$ cat config.mk
export PLATFORM = sky130hd
export DESIGN_NAME = rational_accumulator_unit
export DESIGN_NICKNAME = d
export VERILOG_FILES = /design/src/rtl/rau_pkg.sv /design/src/rtl/rau_gcd.sv /design/src/rtl/rau_div.sv /design/src/rtl/rau_mul.sv /design/src/rtl/rau_dp.sv /design/src/rtl/rau_ctrl.sv /design/src/rtl/rational_accumulator_unit.sv
export SDC_FILE = /design/constraint.sdc
export NUM_CORES = 2
export LEC_CHECK = 0
export BUFFER_PORTS_ARGS = -buffer_cell sky130_fd_sc_hd__buf_2
export CAP_MARGIN = 20
export CELL_PAD_IN_SITES_DETAIL_PLACEMENT = 0
export CELL_PAD_IN_SITES_GLOBAL_PLACEMENT = 1
export CORE_MARGIN = 2
export CORE_UTILIZATION = 45
export DETAILED_ROUTE_END_ITERATION = 12
export GPL_ROUTABILITY_DRIVEN = 0
export PLACE_DENSITY = 0.8
export SYNTH_ARGS = -nofsm -noshare
export SYNTH_HDL_FRONTEND = slang
export SYNTH_SLANG_ARGS = --single-unit
$ cat constraint.sdc
create_clock -name i_clk -period 10.19 [get_ports i_clk]
set_clock_uncertainty 0.1 [all_clocks]
set_input_delay 2.038 -clock i_clk [delete_from_list [all_inputs] [get_ports i_clk]]
set_output_delay 2.038 -clock i_clk [all_outputs]
set_load 0.005 [all_outputs]
$ cat src/rtl/rau_pkg.sv
// ----------------------------------------------------------------------------
// rau_pkg
// Shared codes and controller/datapath command types for the rational
// accumulator.
// ----------------------------------------------------------------------------
package rau_pkg;

    // operation codes on the input channel
    localparam logic [2:0] OP_LOAD = 3'd0;
    localparam logic [2:0] OP_ADD  = 3'd1;
    localparam logic [2:0] OP_SUB  = 3'd2;
    localparam logic [2:0] OP_MUL  = 3'd3;
    localparam logic [2:0] OP_DIV  = 3'd4;

    // result status codes
    localparam logic [1:0] ST_OK   = 2'd0;
    localparam logic [1:0] ST_ZERO = 2'd1;
    localparam logic [1:0] ST_OVF  = 2'd2;

    // datapath micro-operations
    localparam logic [3:0] DP_MOV    = 4'd0;
    localparam logic [3:0] DP_NEGIF  = 4'd1;
    localparam logic [3:0] DP_ADD    = 4'd2;
    localparam logic [3:0] DP_SUB    = 4'd3;
    localparam logic [3:0] DP_GCD    = 4'd4;
    localparam logic [3:0] DP_UDIV   = 4'd5;
    localparam logic [3:0] DP_SDIV   = 4'd6;
    localparam logic [3:0] DP_DIVMAG = 4'd7;
    localparam logic [3:0] DP_UMUL   = 4'd8;
    localparam logic [3:0] DP_SMUL   = 4'd9;

    // datapath register selects
    localparam logic [2:0] RG_AN = 3'd0;
    localparam logic [2:0] RG_AD = 3'd1;
    localparam logic [2:0] RG_X  = 3'd2;
    localparam logic [2:0] RG_Y  = 3'd3;
    localparam logic [2:0] RG_N  = 3'd4;
    localparam logic [2:0] RG_D  = 3'd5;
    localparam logic [2:0] RG_G  = 3'd6;
    localparam logic [2:0] RG_T  = 3'd7;

    typedef struct packed {
        logic       start;
        logic       capture;
        logic [3:0] op;
        logic [2:0] src_a;
        logic [2:0] src_b;
        logic [2:0] dst;
    } t_dp_cmd;

    typedef struct packed {
        logic done;
        logic x_zero;
        logic y_zero;
        logic ad_zero;
        logic ovf;
    } t_dp_stat;

endpackage

$ cat src/rtl/rau_gcd.sv
// ----------------------------------------------------------------------------
// rau_gcd
// Binary gcd of two unsigned words, one subtract or shift step per cycle.
// ----------------------------------------------------------------------------
module rau_gcd #(
    parameter int unsigned WORD_WIDTH = 64
) (
    input  logic                  i_clk,
    input  logic                  i_rst_n,
    input  logic                  i_start,
    input  logic [WORD_WIDTH-1:0] i_a,
    input  logic [WORD_WIDTH-1:0] i_b,
    output logic                  o_done,
    output logic [WORD_WIDTH-1:0] o_g
);

    localparam int unsigned KW = $clog2(WORD_WIDTH);

    logic                  r_busy;
    logic                  r_done;
    logic [WORD_WIDTH-1:0] r_a;
    logic [WORD_WIDTH-1:0] r_b;
    logic [WORD_WIDTH-1:0] r_g;
    logic [KW-1:0]         r_k;

    always_ff @(posedge i_clk) begin
        if (!i_rst_n) begin
            r_busy <= 1'b0;
            r_done <= 1'b0;
        end else begin
            r_done <= 1'b0;
            if (i_start) begin
                r_a    <= i_a;
                r_b    <= i_b;
                r_k    <= '0;
                r_busy <= 1'b1;
            end else if (r_busy) begin
                if (r_a == '0) begin
                    r_g    <= r_b << r_k;
                    r_busy <= 1'b0;
                    r_done <= 1'b1;
                end else if (r_b == '0) begin
                    r_g    <= r_a << r_k;
                    r_busy <= 1'b0;
                    r_done <= 1'b1;
                end else if (!r_a[0] && !r_b[0]) begin
                    // common factor of two
                    r_a <= r_a >> 1;
                    r_b <= r_b >> 1;
                    r_k <= r_k + 1'b1;
                end else if (!r_a[0]) begin
                    r_a <= r_a >> 1;
                end else if (!r_b[0]) begin
                    r_b <= r_b >> 1;
                end else if (r_a >= r_b) begin
                    r_a <= r_a - r_b;
                end else begin
                    r_b <= r_b - r_a;
                end
            end
        end
    end

    assign o_done = r_done;
    assign o_g    = r_g;

endmodule

$ cat src/rtl/rau_div.sv
// ----------------------------------------------------------------------------
// rau_div
// Restoring unsigned divider, one quotient bit per cycle.
// ----------------------------------------------------------------------------
module rau_div #(
    parameter int unsigned WORD_WIDTH = 64
) (
    input  logic                  i_clk,
    input  logic                  i_rst_n,
    input  logic                  i_start,
    input  logic [WORD_WIDTH-1:0] i_num,
    input  logic [WORD_WIDTH-1:0] i_den,
    output logic                  o_done,
    output logic [WORD_WIDTH-1:0] o_quo
);

    localparam int unsigned CW = $clog2(WORD_WIDTH + 1);

    logic                  r_busy;
    logic                  r_done;
    logic [WORD_WIDTH-1:0] r_rem;
    logic [WORD_WIDTH-1:0] r_quo;
    logic [WORD_WIDTH-1:0] r_den;
    logic [CW-1:0]         r_cnt;

    logic [WORD_WIDTH:0]   w_sh;
    logic [WORD_WIDTH:0]   w_dif;
    logic                  w_ge;

    assign w_sh  = {r_rem, r_quo[WORD_WIDTH-1]};
    assign w_ge  = w_sh >= {1'b0, r_den};
    assign w_dif = w_sh - {1'b0, r_den};

    always_ff @(posedge i_clk) begin
        if (!i_rst_n) begin
            r_busy <= 1'b0;
            r_done <= 1'b0;
        end else begin
            r_done <= 1'b0;
            if (i_start) begin
                r_rem  <= '0;
                r_quo  <= i_num;
                r_den  <= i_den;
                r_cnt  <= CW'(WORD_WIDTH);
                r_busy <= 1'b1;
            end else if (r_busy) begin
                r_rem <= w_ge ? w_dif[WORD_WIDTH-1:0] : w_sh[WORD_WIDTH-1:0];
                r_quo <= {r_quo[WORD_WIDTH-2:0], w_ge};
                r_cnt <= r_cnt - 1'b1;
                if (r_cnt == CW'(1)) begin
                    r_busy <= 1'b0;
                    r_done <= 1'b1;
                end
            end
        end
    end

    assign o_done = r_done;
    assign o_quo  = r_quo;

endmodule

$ cat src/rtl/rau_mul.sv
// ----------------------------------------------------------------------------
// rau_mul
// Shift-add unsigned multiplier with full double-width product.
// ----------------------------------------------------------------------------
module rau_mul #(
    parameter int unsigned WORD_WIDTH = 64
) (
    input  logic                    i_clk,
    input  logic                    i_rst_n,
    input  logic                    i_start,
    input  logic [WORD_WIDTH-1:0]   i_a,
    input  logic [WORD_WIDTH-1:0]   i_b,
    output logic                    o_done,
    output logic [2*WORD_WIDTH-1:0] o_p
);

    localparam int unsigned CW = $clog2(WORD_WIDTH + 1);

    logic                  r_busy;
    logic                  r_done;
    logic [WORD_WIDTH-1:0] r_a;
    logic [WORD_WIDTH-1:0] r_hi;
    logic [WORD_WIDTH-1:0] r_lo;
    logic [CW-1:0]         r_cnt;
    logic [WORD_WIDTH:0]   w_sum;

    assign w_sum = {1'b0, r_hi} + (r_lo[0] ? {1'b0, r_a} : '0);

    always_ff @(posedge i_clk) begin
        if (!i_rst_n) begin
            r_busy <= 1'b0;
            r_done <= 1'b0;
        end else begin
            r_done <= 1'b0;
            if (i_start) begin
                r_a    <= i_a;
                r_hi   <= '0;
                r_lo   <= i_b;
                r_cnt  <= CW'(WORD_WIDTH);
                r_busy <= 1'b1;
            end else if (r_busy) begin
                r_hi  <= w_sum[WORD_WIDTH:1];
                r_lo  <= {w_sum[0], r_lo[WORD_WIDTH-1:1]};
                r_cnt <= r_cnt - 1'b1;
                if (r_cnt == CW'(1)) begin
                    r_busy <= 1'b0;
                    r_done <= 1'b1;
                end
            end
        end
    end

    assign o_done = r_done;
    assign o_p    = {r_hi, r_lo};

endmodule

$ cat src/rtl/rau_dp.sv
// ----------------------------------------------------------------------------
// rau_dp
// Datapath: accumulator and scratch registers, combinational ALU ops and the
// shared gcd, divide and multiply units.
// ----------------------------------------------------------------------------
module rau_dp #(
    parameter int unsigned WORD_WIDTH = 64
) (
    input  logic                  i_clk,
    input  logic                  i_rst_n,
    input  rau_pkg::t_dp_cmd      i_cmd,
    output rau_pkg::t_dp_stat     o_stat,
    input  logic [WORD_WIDTH-1:0] i_operand_num,
    input  logic [WORD_WIDTH-1:0] i_operand_den,
    output logic [WORD_WIDTH-1:0] o_acc_num,
    output logic [WORD_WIDTH-1:0] o_acc_den
);

    localparam int unsigned W = WORD_WIDTH;
    localparam logic [W-1:0] SIGN = {1'b1, {(W-1){1'b0}}};

    function automatic logic [W-1:0] mag(input logic [W-1:0] v);
        return v[W-1] ? (-v) : v;
    endfunction

    logic [W-1:0] r_an, r_ad, r_x, r_y, r_n, r_d, r_g, r_t;
    logic         r_ovf;
    logic         r_done;
    logic [3:0]   r_op;
    logic [2:0]   r_dst;
    logic         r_neg;
    logic         r_bzero;

    logic [W-1:0]   w_a, w_b;
    logic           w_wr_en;
    logic [2:0]     w_wr_dst;
    logic [W-1:0]   w_wr_data;
    logic           w_ovf_set;
    logic           w_done_n;
    logic           w_gcd_go, w_div_go, w_mul_go;
    logic [W-1:0]   w_u_a, w_u_b;
    logic           w_gcd_done, w_div_done, w_mul_done;
    logic [W-1:0]   w_gcd_g, w_quo;
    logic [2*W-1:0] w_prod;
    logic [W-1:0]   w_sum, w_dif, w_low;

    always_comb begin
        case (i_cmd.src_a)
            rau_pkg::RG_AN: w_a = r_an;
            rau_pkg::RG_AD: w_a = r_ad;
            rau_pkg::RG_X:  w_a = r_x;
            rau_pkg::RG_Y:  w_a = r_y;
            rau_pkg::RG_N:  w_a = r_n;
            rau_pkg::RG_D:  w_a = r_d;
            rau_pkg::RG_G:  w_a = r_g;
            default:        w_a = r_t;
        endcase
        case (i_cmd.src_b)
            rau_pkg::RG_AN: w_b = r_an;
            rau_pkg::RG_AD: w_b = r_ad;
            rau_pkg::RG_X:  w_b = r_x;
            rau_pkg::RG_Y:  w_b = r_y;
            rau_pkg::RG_N:  w_b = r_n;
            rau_pkg::RG_D:  w_b = r_d;
            rau_pkg::RG_G:  w_b = r_g;
            default:        w_b = r_t;
        endcase
    end

    assign w_sum = w_a + w_b;
    assign w_dif = w_a - w_b;
    assign w_low = w_prod[W-1:0];

    always_comb begin
        w_wr_en   = 1'b0;
        w_wr_dst  = i_cmd.dst;
        w_wr_data = w_a;
        w_ovf_set = 1'b0;
        w_done_n  = 1'b0;
        w_gcd_go  = 1'b0;
        w_div_go  = 1'b0;
        w_mul_go  = 1'b0;
        w_u_a     = mag(w_a);
        w_u_b     = mag(w_b);
        if (i_cmd.start) begin
            case (i_cmd.op)
                rau_pkg::DP_MOV: begin
                    w_wr_en  = 1'b1;
                    w_done_n = 1'b1;
                end
                rau_pkg::DP_NEGIF: begin
                    w_wr_en  = 1'b1;
                    w_done_n = 1'b1;
                    if (w_b[W-1]) begin
                        w_wr_data = -w_a;
                        w_ovf_set = (w_a == SIGN);
                    end
                end
                rau_pkg::DP_ADD: begin
                    w_wr_en   = 1'b1;
                    w_done_n  = 1'b1;
                    w_wr_data = w_sum;
                    w_ovf_set = (w_a[W-1] == w_b[W-1]) && (w_sum[W-1] != w_a[W-1]);
                end
                rau_pkg::DP_SUB: begin
                    w_wr_en   = 1'b1;
                    w_done_n  = 1'b1;
                    w_wr_data = w_dif;
                    w_ovf_set = (w_a[W-1] != w_b[W-1]) && (w_dif[W-1] != w_a[W-1]);
                end
                rau_pkg::DP_GCD: w_gcd_go = 1'b1;
                rau_pkg::DP_UDIV, rau_pkg::DP_SDIV: w_div_go = 1'b1;
                rau_pkg::DP_DIVMAG: begin
                    // divisor of zero or one leaves the value as is
                    if (w_b[W-1:1] == '0) begin
                        w_wr_en  = 1'b1;
                        w_done_n = 1'b1;
                    end else begin
                        w_u_b    = w_b;
                        w_div_go = 1'b1;
                    end
                end
                rau_pkg::DP_UMUL: begin
                    w_u_a    = w_a;
                    w_mul_go = 1'b1;
                end
                rau_pkg::DP_SMUL: w_mul_go = 1'b1;
                default: w_done_n = 1'b1;
            endcase
        end else if (w_gcd_done || w_div_done || w_mul_done) begin
            w_wr_en  = 1'b1;
            w_wr_dst = r_dst;
            w_done_n = 1'b1;
            case (r_op)
                rau_pkg::DP_GCD:    w_wr_data = w_gcd_g;
                rau_pkg::DP_UDIV:   w_wr_data = w_quo;
                rau_pkg::DP_DIVMAG: w_wr_data = r_neg ? (-w_quo) : w_quo;
                rau_pkg::DP_SDIV: begin
                    if (r_bzero) begin
                        w_wr_data = '0;
                    end else begin
                        w_wr_data = r_neg ? (-w_quo) : w_quo;
                        w_ovf_set = !r_neg && (w_quo == SIGN);
                    end
                end
                rau_pkg::DP_UMUL: begin
                    w_wr_data = w_low;
                    w_ovf_set = (w_prod[2*W-1:W-1] != '0);
                end
                rau_pkg::DP_SMUL: begin
                    w_wr_data = r_neg ? (-w_low) : w_low;
                    if (r_neg) begin
                        w_ovf_set = (w_prod[2*W-1:W] != '0) ||
                                    (w_prod[W-1] && (w_prod[W-2:0] != '0));
                    end else begin
                        w_ovf_set = (w_prod[2*W-1:W-1] != '0);
                    end
                end
                default: w_wr_en = 1'b0;
            endcase
        end
    end

    always_ff @(posedge i_clk) begin
        if (!i_rst_n) begin
            r_an   <= '0;
            r_ad   <= {{(W-1){1'b0}}, 1'b1};
            r_ovf  <= 1'b0;
            r_done <= 1'b0;
        end else begin
            r_done <= w_done_n;
            if (i_cmd.capture) begin
                r_x   <= i_operand_num;
                r_y   <= i_operand_den;
                r_ovf <= 1'b0;
            end else if (w_ovf_set) begin
                r_ovf <= 1'b1;
            end
            if (i_cmd.start) begin
                r_op    <= i_cmd.op;
                r_dst   <= i_cmd.dst;
                r_bzero <= (w_b == '0);
                if (i_cmd.op == rau_pkg::DP_DIVMAG) begin
                    r_neg <= w_a[W-1];
                end else begin
                    r_neg <= w_a[W-1] ^ w_b[W-1];
                end
            end
            if (w_wr_en) begin
                case (w_wr_dst)
                    rau_pkg::RG_AN: r_an <= w_wr_data;
                    rau_pkg::RG_AD: r_ad <= w_wr_data;
                    rau_pkg::RG_X:  r_x  <= w_wr_data;
                    rau_pkg::RG_Y:  r_y  <= w_wr_data;
                    rau_pkg::RG_N:  r_n  <= w_wr_data;
                    rau_pkg::RG_D:  r_d  <= w_wr_data;
                    rau_pkg::RG_G:  r_g  <= w_wr_data;
                    default:        r_t  <= w_wr_data;
                endcase
            end
        end
    end

    rau_gcd #(.WORD_WIDTH(W)) u_gcd (
        .i_clk   (i_clk),
        .i_rst_n (i_rst_n),
        .i_start (w_gcd_go),
        .i_a     (w_u_a),
        .i_b     (w_u_b),
        .o_done  (w_gcd_done),
        .o_g     (w_gcd_g)
    );

    rau_div #(.WORD_WIDTH(W)) u_div (
        .i_clk   (i_clk),
        .i_rst_n (i_rst_n),
        .i_start (w_div_go),
        .i_num   (w_u_a),
        .i_den   (w_u_b),
        .o_done  (w_div_done),
        .o_quo   (w_quo)
    );

    rau_mul #(.WORD_WIDTH(W)) u_mul (
        .i_clk   (i_clk),
        .i_rst_n (i_rst_n),
        .i_start (w_mul_go),
        .i_a     (w_u_a),
        .i_b     (w_u_b),
        .o_done  (w_mul_done),
        .o_p     (w_prod)
    );

    assign o_stat.done    = r_done;
    assign o_stat.x_zero  = (r_x == '0);
    assign o_stat.y_zero  = (r_y == '0);
    assign o_stat.ad_zero = (r_ad == '0);
    assign o_stat.ovf     = r_ovf;
    assign o_acc_num      = r_an;
    assign o_acc_den      = r_ad;

endmodule

$ cat src/rtl/rau_ctrl.sv
// ----------------------------------------------------------------------------
// rau_ctrl
// Controller: takes a transaction, checks the zero cases, steps the datapath
// through the micro-program of the operation and presents the result.
// ----------------------------------------------------------------------------
module rau_ctrl (
    input  logic              i_clk,
    input  logic              i_rst_n,
    input  logic              i_valid,
    input  logic [2:0]        i_op,
    output logic              o_stall,
    output logic              o_valid,
    input  logic              i_stall,
    output logic [1:0]        o_status,
    output rau_pkg::t_dp_cmd  o_cmd,
    input  rau_pkg::t_dp_stat i_stat
);

    localparam logic [2:0] S_IDLE  = 3'd0;
    localparam logic [2:0] S_CHECK = 3'd1;
    localparam logic [2:0] S_ISSUE = 3'd2;
    localparam logic [2:0] S_WAIT  = 3'd3;
    localparam logic [2:0] S_OUT   = 3'd4;

    typedef struct packed {
        logic [3:0] op;
        logic [2:0] a;
        logic [2:0] b;
        logic [2:0] dst;
        logic       last;
    } t_ustep;

    function automatic t_ustep mk(input logic [3:0] po, input logic [2:0] pa,
                                  input logic [2:0] pb, input logic [2:0] pd,
                                  input logic pl);
        t_ustep s;
        s.op   = po;
        s.a    = pa;
        s.b    = pb;
        s.dst  = pd;
        s.last = pl;
        return s;
    endfunction

    // micro-program: operation-specific head, then the common reduce/commit tail
    function automatic t_ustep ustep(input logic [2:0] op, input logic [3:0] pc);
        t_ustep     s;
        logic [2:0] rn2;
        logic [2:0] rd2;
        logic [3:0] tp;
        logic       head;
        rn2  = (op == rau_pkg::OP_DIV) ? rau_pkg::RG_Y : rau_pkg::RG_X;
        rd2  = (op == rau_pkg::OP_DIV) ? rau_pkg::RG_X : rau_pkg::RG_Y;
        head = (op == rau_pkg::OP_LOAD) ? (pc < 4'd2) : (pc < 4'd8);
        tp   = (op == rau_pkg::OP_LOAD) ? (pc - 4'd2) : (pc - 4'd8);
        s    = mk(rau_pkg::DP_MOV, rau_pkg::RG_N, rau_pkg::RG_N, rau_pkg::RG_N, 1'b1);
        if (head) begin
            if (op == rau_pkg::OP_LOAD) begin
                case (pc)
                    4'd0:    s = mk(rau_pkg::DP_MOV, rau_pkg::RG_X, rau_pkg::RG_X,
                                    rau_pkg::RG_N, 1'b0);
                    default: s = mk(rau_pkg::DP_MOV, rau_pkg::RG_Y, rau_pkg::RG_Y,
                                    rau_pkg::RG_D, 1'b0);
                endcase
            end else if (op == rau_pkg::OP_ADD || op == rau_pkg::OP_SUB) begin
                case (pc)
                    4'd0: s = mk(rau_pkg::DP_GCD, rau_pkg::RG_AD, rau_pkg::RG_Y,
                                 rau_pkg::RG_G, 1'b0);
                    4'd1: s = mk(rau_pkg::DP_UDIV, rau_pkg::RG_AD, rau_pkg::RG_G,
                                 rau_pkg::RG_T, 1'b0);
                    4'd2: s = mk(rau_pkg::DP_UMUL, rau_pkg::RG_T, rau_pkg::RG_Y,
                                 rau_pkg::RG_D, 1'b0);
                    4'd3: s = mk(rau_pkg::DP_SDIV, rau_pkg::RG_D, rau_pkg::RG_AD,
                                 rau_pkg::RG_T, 1'b0);
                    4'd4: s = mk(rau_pkg::DP_SMUL, rau_pkg::RG_AN, rau_pkg::RG_T,
                                 rau_pkg::RG_N, 1'b0);
                    4'd5: s = mk(rau_pkg::DP_SDIV, rau_pkg::RG_D, rau_pkg::RG_Y,
                                 rau_pkg::RG_T, 1'b0);
                    4'd6: s = mk(rau_pkg::DP_SMUL, rau_pkg::RG_X, rau_pkg::RG_T,
                                 rau_pkg::RG_T, 1'b0);
                    default: s = mk((op == rau_pkg::OP_SUB) ? rau_pkg::DP_SUB
                                                             : rau_pkg::DP_ADD,
                                    rau_pkg::RG_N, rau_pkg::RG_T, rau_pkg::RG_N, 1'b0);
                endcase
            end else begin
                // cross-cancel before the products
                case (pc)
                    4'd0: s = mk(rau_pkg::DP_GCD, rau_pkg::RG_AN, rd2,
                                 rau_pkg::RG_G, 1'b0);
                    4'd1: s = mk(rau_pkg::DP_DIVMAG, rau_pkg::RG_AN, rau_pkg::RG_G,
                                 rau_pkg::RG_N, 1'b0);
                    4'd2: s = mk(rau_pkg::DP_DIVMAG, rd2, rau_pkg::RG_G, rd2, 1'b0);
                    4'd3: s = mk(rau_pkg::DP_GCD, rau_pkg::RG_AD, rn2,
                                 rau_pkg::RG_G, 1'b0);
                    4'd4: s = mk(rau_pkg::DP_DIVMAG, rau_pkg::RG_AD, rau_pkg::RG_G,
                                 rau_pkg::RG_D, 1'b0);
                    4'd5: s = mk(rau_pkg::DP_DIVMAG, rn2, rau_pkg::RG_G, rn2, 1'b0);
                    4'd6: s = mk(rau_pkg::DP_SMUL, rau_pkg::RG_N, rn2,
                                 rau_pkg::RG_N, 1'b0);
                    default: s = mk(rau_pkg::DP_SMUL, rau_pkg::RG_D, rd2,
                                    rau_pkg::RG_D, 1'b0);
                endcase
            end
        end else begin
            case (tp)
                4'd0: s = mk(rau_pkg::DP_NEGIF, rau_pkg::RG_N, rau_pkg::RG_D,
                             rau_pkg::RG_N, 1'b0);
                4'd1: s = mk(rau_pkg::DP_NEGIF, rau_pkg::RG_D, rau_pkg::RG_D,
                             rau_pkg::RG_D, 1'b0);
                4'd2: s = mk(rau_pkg::DP_GCD, rau_pkg::RG_N, rau_pkg::RG_D,
                             rau_pkg::RG_G, 1'b0);
                4'd3: s = mk(rau_pkg::DP_DIVMAG, rau_pkg::RG_N, rau_pkg::RG_G,
                             rau_pkg::RG_N, 1'b0);
                4'd4: s = mk(rau_pkg::DP_DIVMAG, rau_pkg::RG_D, rau_pkg::RG_G,
                             rau_pkg::RG_D, 1'b0);
                4'd5: s = mk(rau_pkg::DP_MOV, rau_pkg::RG_N, rau_pkg::RG_N,
                             rau_pkg::RG_AN, 1'b0);
                default: s = mk(rau_pkg::DP_MOV, rau_pkg::RG_D, rau_pkg::RG_D,
                                rau_pkg::RG_AD, 1'b1);
            endcase
        end
        return s;
    endfunction

    logic [2:0] r_state, n_state;
    logic [2:0] r_op, n_op;
    logic [3:0] r_pc, n_pc;
    logic [1:0] r_status, n_status;
    t_ustep     w_step;

    assign w_step = ustep(r_op, r_pc);

    always_comb begin
        n_state       = r_state;
        n_op          = r_op;
        n_pc          = r_pc;
        n_status      = r_status;
        o_cmd.start   = 1'b0;
        o_cmd.capture = 1'b0;
        o_cmd.op      = w_step.op;
        o_cmd.src_a   = w_step.a;
        o_cmd.src_b   = w_step.b;
        o_cmd.dst     = w_step.dst;
        case (r_state)
            S_IDLE: begin
                if (i_valid) begin
                    o_cmd.capture = 1'b1;
                    n_op          = i_op;
                    n_state       = S_CHECK;
                end
            end
            S_CHECK: begin
                n_pc = '0;
                if (r_op > rau_pkg::OP_DIV) begin
                    n_status = rau_pkg::ST_OK;
                    n_state  = S_OUT;
                end else if (i_stat.y_zero ||
                             (r_op == rau_pkg::OP_DIV && i_stat.x_zero) ||
                             (r_op != rau_pkg::OP_LOAD && i_stat.ad_zero)) begin
                    n_status = rau_pkg::ST_ZERO;
                    n_state  = S_OUT;
                end else begin
                    n_state = S_ISSUE;
                end
            end
            S_ISSUE: begin
                o_cmd.start = 1'b1;
                n_state     = S_WAIT;
            end
            S_WAIT: begin
                if (i_stat.done) begin
                    if (w_step.last) begin
                        n_status = i_stat.ovf ? rau_pkg::ST_OVF : rau_pkg::ST_OK;
                        n_state  = S_OUT;
                    end else begin
                        n_pc    = r_pc + 1'b1;
                        n_state = S_ISSUE;
                    end
                end
            end
            S_OUT: begin
                if (!i_stall) begin
                    n_state = S_IDLE;
                end
            end
            default: n_state = S_IDLE;
        endcase
    end

    always_ff @(posedge i_clk) begin
        if (!i_rst_n) begin
            r_state  <= S_IDLE;
            r_op     <= rau_pkg::OP_LOAD;
            r_pc     <= '0;
            r_status <= rau_pkg::ST_OK;
        end else begin
            r_state  <= n_state;
            r_op     <= n_op;
            r_pc     <= n_pc;
            r_status <= n_status;
        end
    end

    assign o_stall  = (r_state != S_IDLE);
    assign o_valid  = (r_state == S_OUT);
    assign o_status = r_status;

endmodule

$ cat src/rtl/rational_accumulator_unit.sv
// ----------------------------------------------------------------------------
// rational_accumulator_unit
// Exact fraction accumulator: load/add/subtract/multiply/divide with gcd
// reduction, zero-denominator and overflow status.
// ----------------------------------------------------------------------------
// channel  direction  handshake            payload
// input    in         i_valid / o_stall    i_op, i_operand_num, i_operand_den
// output   out        o_valid / i_stall    o_result_num, o_result_den, o_status
//
// One transaction at a time. Each op runs a fixed micro-program (9 steps for
// load, 15 for the others) on one shared binary gcd, one restoring divider
// and one shift-add multiplier. Synchronous reset puts the accumulator at
// 0/1. The result is held while i_stall is high and o_stall stays high until
// it is taken.
// ----------------------------------------------------------------------------
module rational_accumulator_unit #(
    parameter int unsigned WORD_WIDTH = 64
) (
    input  logic        i_clk,
    input  logic        i_rst_n,
    input  logic        i_valid,
    output logic        o_stall,
    input  logic [2:0]  i_op,
    input  logic [63:0] i_operand_num,
    input  logic [63:0] i_operand_den,
    output logic        o_valid,
    input  logic        i_stall,
    output logic [63:0] o_result_num,
    output logic [62:0] o_result_den,
    output logic [1:0]  o_status
);

    rau_pkg::t_dp_cmd  w_cmd;
    rau_pkg::t_dp_stat w_stat;

    logic        [WORD_WIDTH-1:0] w_acc_num;
    logic        [WORD_WIDTH-1:0] w_acc_den;
    logic signed [WORD_WIDTH-1:0] w_num_s;
    logic signed [WORD_WIDTH-1:0] w_den_s;
    logic        [63:0]           w_den_ext;

    rau_ctrl u_ctrl (
        .i_clk    (i_clk),
        .i_rst_n  (i_rst_n),
        .i_valid  (i_valid),
        .i_op     (i_op),
        .o_stall  (o_stall),
        .o_valid  (o_valid),
        .i_stall  (i_stall),
        .o_status (o_status),
        .o_cmd    (w_cmd),
        .i_stat   (w_stat)
    );

    rau_dp #(.WORD_WIDTH(WORD_WIDTH)) u_dp (
        .i_clk         (i_clk),
        .i_rst_n       (i_rst_n),
        .i_cmd         (w_cmd),
        .o_stat        (w_stat),
        .i_operand_num (i_operand_num[WORD_WIDTH-1:0]),
        .i_operand_den (i_operand_den[WORD_WIDTH-1:0]),
        .o_acc_num     (w_acc_num),
        .o_acc_den     (w_acc_den)
    );

    assign w_num_s      = w_acc_num;
    assign w_den_s      = w_acc_den;
    assign o_result_num = 64'(w_num_s);
    assign w_den_ext    = 64'(w_den_s);
    assign o_result_den = w_den_ext[62:0];

endmodule

==> impl_metrics.json <==
{
  "status": "complete, no violations",
  "max-cap-violations": 0,
  "core-area_mm2": 0.198,
  "dr.pass1.iters": 11,
  "tritoncts": "done",
  "critical_path_peak_fanout": 31,
  "setup_viol": 0,
  "cts_max_level": 4,
  "hp-start": "u_dp.u_div.r_busy",
  "use_met3_pct": 11.2,
  "clock_power_share_pct": 21.5,
  "drtAntennaViolNets": 0,
  "syn_avg_cell_area_um2": 8.68,
  "post-cts-setup-buffers": 0,
  "r2r_cells": 19,
  "worstHoldPathType": "register to register",
  "antenna_found_initial": 11,
  "insertion_delay_ps": 830,
  "crit_cells": 19,
  "p_int_mw": 12.1,
  "initialDrtViolationCount": 15500,
  "drc_errors": 0,
  "dp_slack_ps": 1270,
  "p_sw_share_pct": 48.7,
  "hold_end": "u_dp.u_div.o_done",
  "ys_seq_elements": 1137,
  "grt_pass1_vias": 81600,
  "r2r-start": "u_ctrl.r_op[2]",
  "rr_endpoint": "u_dp.r_n[63]",
  "rsz0062_at_grt": "no",
  "via_count": 88900,
  "cts_resized": 0,
  "crit_type": "register to register",
  "cp-end-kind": "register",
  "die_area_mm2": 0.203,
  "max_stage_delay_ps": 810,
  "synthFlopType": "edfxtp_1",
  "cts.clk_slew.worst_paths_ps": 60,
  "syn2layout_area_growth_pct": 9.51,
  "cp.arrival_ps": 9950,
  "grt_use_total_pct": 37.3,
  "drive_gt1_share_pct": 10.6,
  "postSynthCellCount": 10300,
  "wl_per_cell_um": 30.4,
  "max_freq_ghz": 0.105,
  "fp.dieW_um": 451,
  "drv_slew": 0,
  "vias_per_cell": 6.82,
  "finalHoldViolCount": 0,
  "drt-total-wl_mm": 396,
  "synthArstFlopShare_pct": 0,
  "clockBufferDepth": 3,
  "period_minus_slack_ps": 9520,
  "p_sw_mw": 11.5,
  "synth_edf_count": 989,
  "setup_ws_ps": 670,
  "path_delay_family": "simple AND/OR/NAND/NOR gates",
  "yosys_warnings": 0,
  "power_density_mw_per_mm2": 241,
  "total_leakage_power_nw": 38.1,
  "hold_depth": 2,
  "io_pins": 266,
  "cts_root_buf": "clkbuf_16",
  "synth_cell_types": 120,
  "grt_max_degree": 137,
  "r2r_slack_ps": 670,
  "fin_cells": 13000,
  "slowest_stage": "nor3b_1",
  "slew_headroom_pct": 9.52,
  "rows": 163,
  "syn_area_mm2": 0.0898,
  "clock_sinks": 1137,
  "cp-start-kind": "register",
  "grt_pass1_wl_mm": 568,
  "final.period_utilization_pct": 93.4,
  "power_frac_seq_pct": 24.8,
  "place_inst": 12800,
  "dp.final_hpwl_mm": 297,
  "fin_nets": 10800,
  "crit_path_cell_trace": "nor3b_1 -> mux2i_1 -> nand4_2 -> nand2_2 -> buf_4 -> mux2i_1 -> o22a_1 -> nand3_1 -> nor3_1 -> or3b_2 -> or4_1 -> or2_1 -> nor4_1 -> ha_1 -> o21ai_0 -> a21oi_1 -> nand2_1 -> o21ai_1 -> inv_1",
  "crit_buf_inv": 2,
  "grt.busiest_layer": "met2",
  "fin_tns_setup_ps": 0,
  "io_buffers": 265,
  "syn_nets": 10900,
  "max-vdd-ir-drop_mv": 0.198,
  "numCtsBuffers": 138,
  "holdWs_ps": 348,
  "grtUsageMet1_pct": 48.4,
  "grt_util_met2_pct": 53.3,
  "hold_buffers": 0,
  "crit_top_cell": "mux2i_1",
  "die_h_um": 451,
  "tightest_slew_ps": 1350,
  "synth.yosys.seq_area_share_pct": 36.4,
  "combPwrFrac_pct": 53.6,
  "start_util_pct": 45.4,
  "overflow": 0,
  "critPathRequiredTime_ps": 10620
}
[cells by family after synthesis]
kind of cell,share of synthesized area (%)
xor+xnor,5.24
mux,6.19
buf+inv,5.79
fa+ha+maj,5.71
simple gates,17.1
compound gates,23.6
flops,36.4
[registers in the layout (all words and copies together), names as in the netlist, 64 cells and up]
register          count
u_dp.o_acc_den       64
u_dp.o_acc_num       64
u_dp.r_d             64
u_dp.r_g             64
u_dp.r_n             64
u_dp.r_t             64
u_dp.r_x             64
u_dp.r_y             64
u_dp.u_div.o_quo     64
u_dp.u_div.r_den     64
u_dp.u_div.r_rem     64
u_dp.u_gcd.o_g       64
u_dp.u_gcd.r_a       64
u_dp.u_gcd.r_b       64
u_dp.u_mul.r_a       64
u_dp.u_mul.r_hi      64
u_dp.u_mul.r_lo      64
[power by group through the flow]
| stage | Combinational, mW | Sequential (mW) | Clock (mW) |
|---|---|---|---|
| after detailed placement | 11.7 | 5.93 | 0 |
| after global routing | 13.0 | 5.85 | 5.28 |
| after floorplan | 7.26 | 5.77 | 0 |
| after global placement | 11.6 | 5.93 | 0 |
| after CTS | 11.8 | 5.83 | 5.11 |
| final | 12.7 | 5.87 | 5.10 |
[worst max-delay path by stage]
| stage | start | endpoint |
|---|---|---|
| 3_3_place_gp | u_ctrl.r_pc[0] | u_dp.r_d[63] |
| 3_5_place_dp | u_ctrl.r_pc[2] | u_dp.r_d[63] |
| 5_1_grt | u_ctrl.r_pc[2] | u_dp.r_t[52] |
| 6_report | u_ctrl.r_op[2] | u_dp.r_n[63] |
| 2_1_floorplan | u_ctrl.r_pc[0] | u_dp.u_div.o_quo[0] |
| 4_1_cts | u_ctrl.r_pc[2] | u_dp.r_d[53] |
[cell type report]
class	instances	area, um^2
fillers	18800	99500
multi-input cells	7955	52400
flip-flops and latches	1137	32700
clock buffers	173	3810
repair buffers	531	3480
well taps	2640	3300
inverters	504	1890
clock inverters	77	786
diodes	8	20.0
[per-stage QoR]
step | util, % | total power [mW] | area (um^2)
after floorplan | - | 13.0 | 89800
after global placement | 47.3 | 17.6 | 93600
after detailed placement | 47.3 | 17.7 | 93600
after CTS | 49.6 | 22.7 | 98200
after global routing | 49.7 | 24.2 | 98300
final | 49.7 | 23.7 | 98300
[cells in the final DEF (no fill, tap or decap), types with 178 or more instances in the layout]
cell type,n
buf_4,247
nor2_1,939
o21ai_0,609
mux2i_1,384
edfxtp_1,989
xor2_1,192
nor3_1,178
a221oi_1,195
xnor2_1,345
ha_1,400
a21oi_1,933
nand3_1,197
a21o_1,215
nand2_1,990
buf_2,269
inv_1,490
[per-layer routing]
layer	part of all wire, %	wire, um	vias up
li1	-	-	38200
met1	37	147000	42200
met2	40	160000	7050
met3	14	56100	1461
met4	8.3	33000	6
met5	0.010	40	-
[worst register-to-register path, cell delays in order (launching register included)]
cell and delay, ps:
dfxtp_1 620, nor3b_1 820, mux2i_1 390, nand4_2 310, nand2_2 710, buf_4 600, mux2i_1 760, o22a_1 420
nand3_1 700, nor3_1 800, or3b_2 510, or4_1 550, or2_1 310, nor4_1 300, ha_1 170, o21ai_0 80
a21oi_1 340, nand2_1 100, o21ai_1 480, inv_1 180
[synth_stat cells (199+ instances only)]
cell type | count | area share, %
mux2i_1 | 384 | 4.3
nor2_1 | 953 | 4.0
ha_1 | 400 | 5.6
edfxtp_1 | 989 | 33
clkbuf_1 | 488 | 2.0
nand3_1 | 199 | 1.1
inv_1 | 492 | 2.1
nand2_1 | 999 | 4.2
a21o_1 | 216 | 1.8
a21oi_1 | 936 | 5.2
xnor2_1 | 345 | 3.4
o21ai_0 | 613 | 3.4
Note: power is estimated with default switching activity, not from simulation.
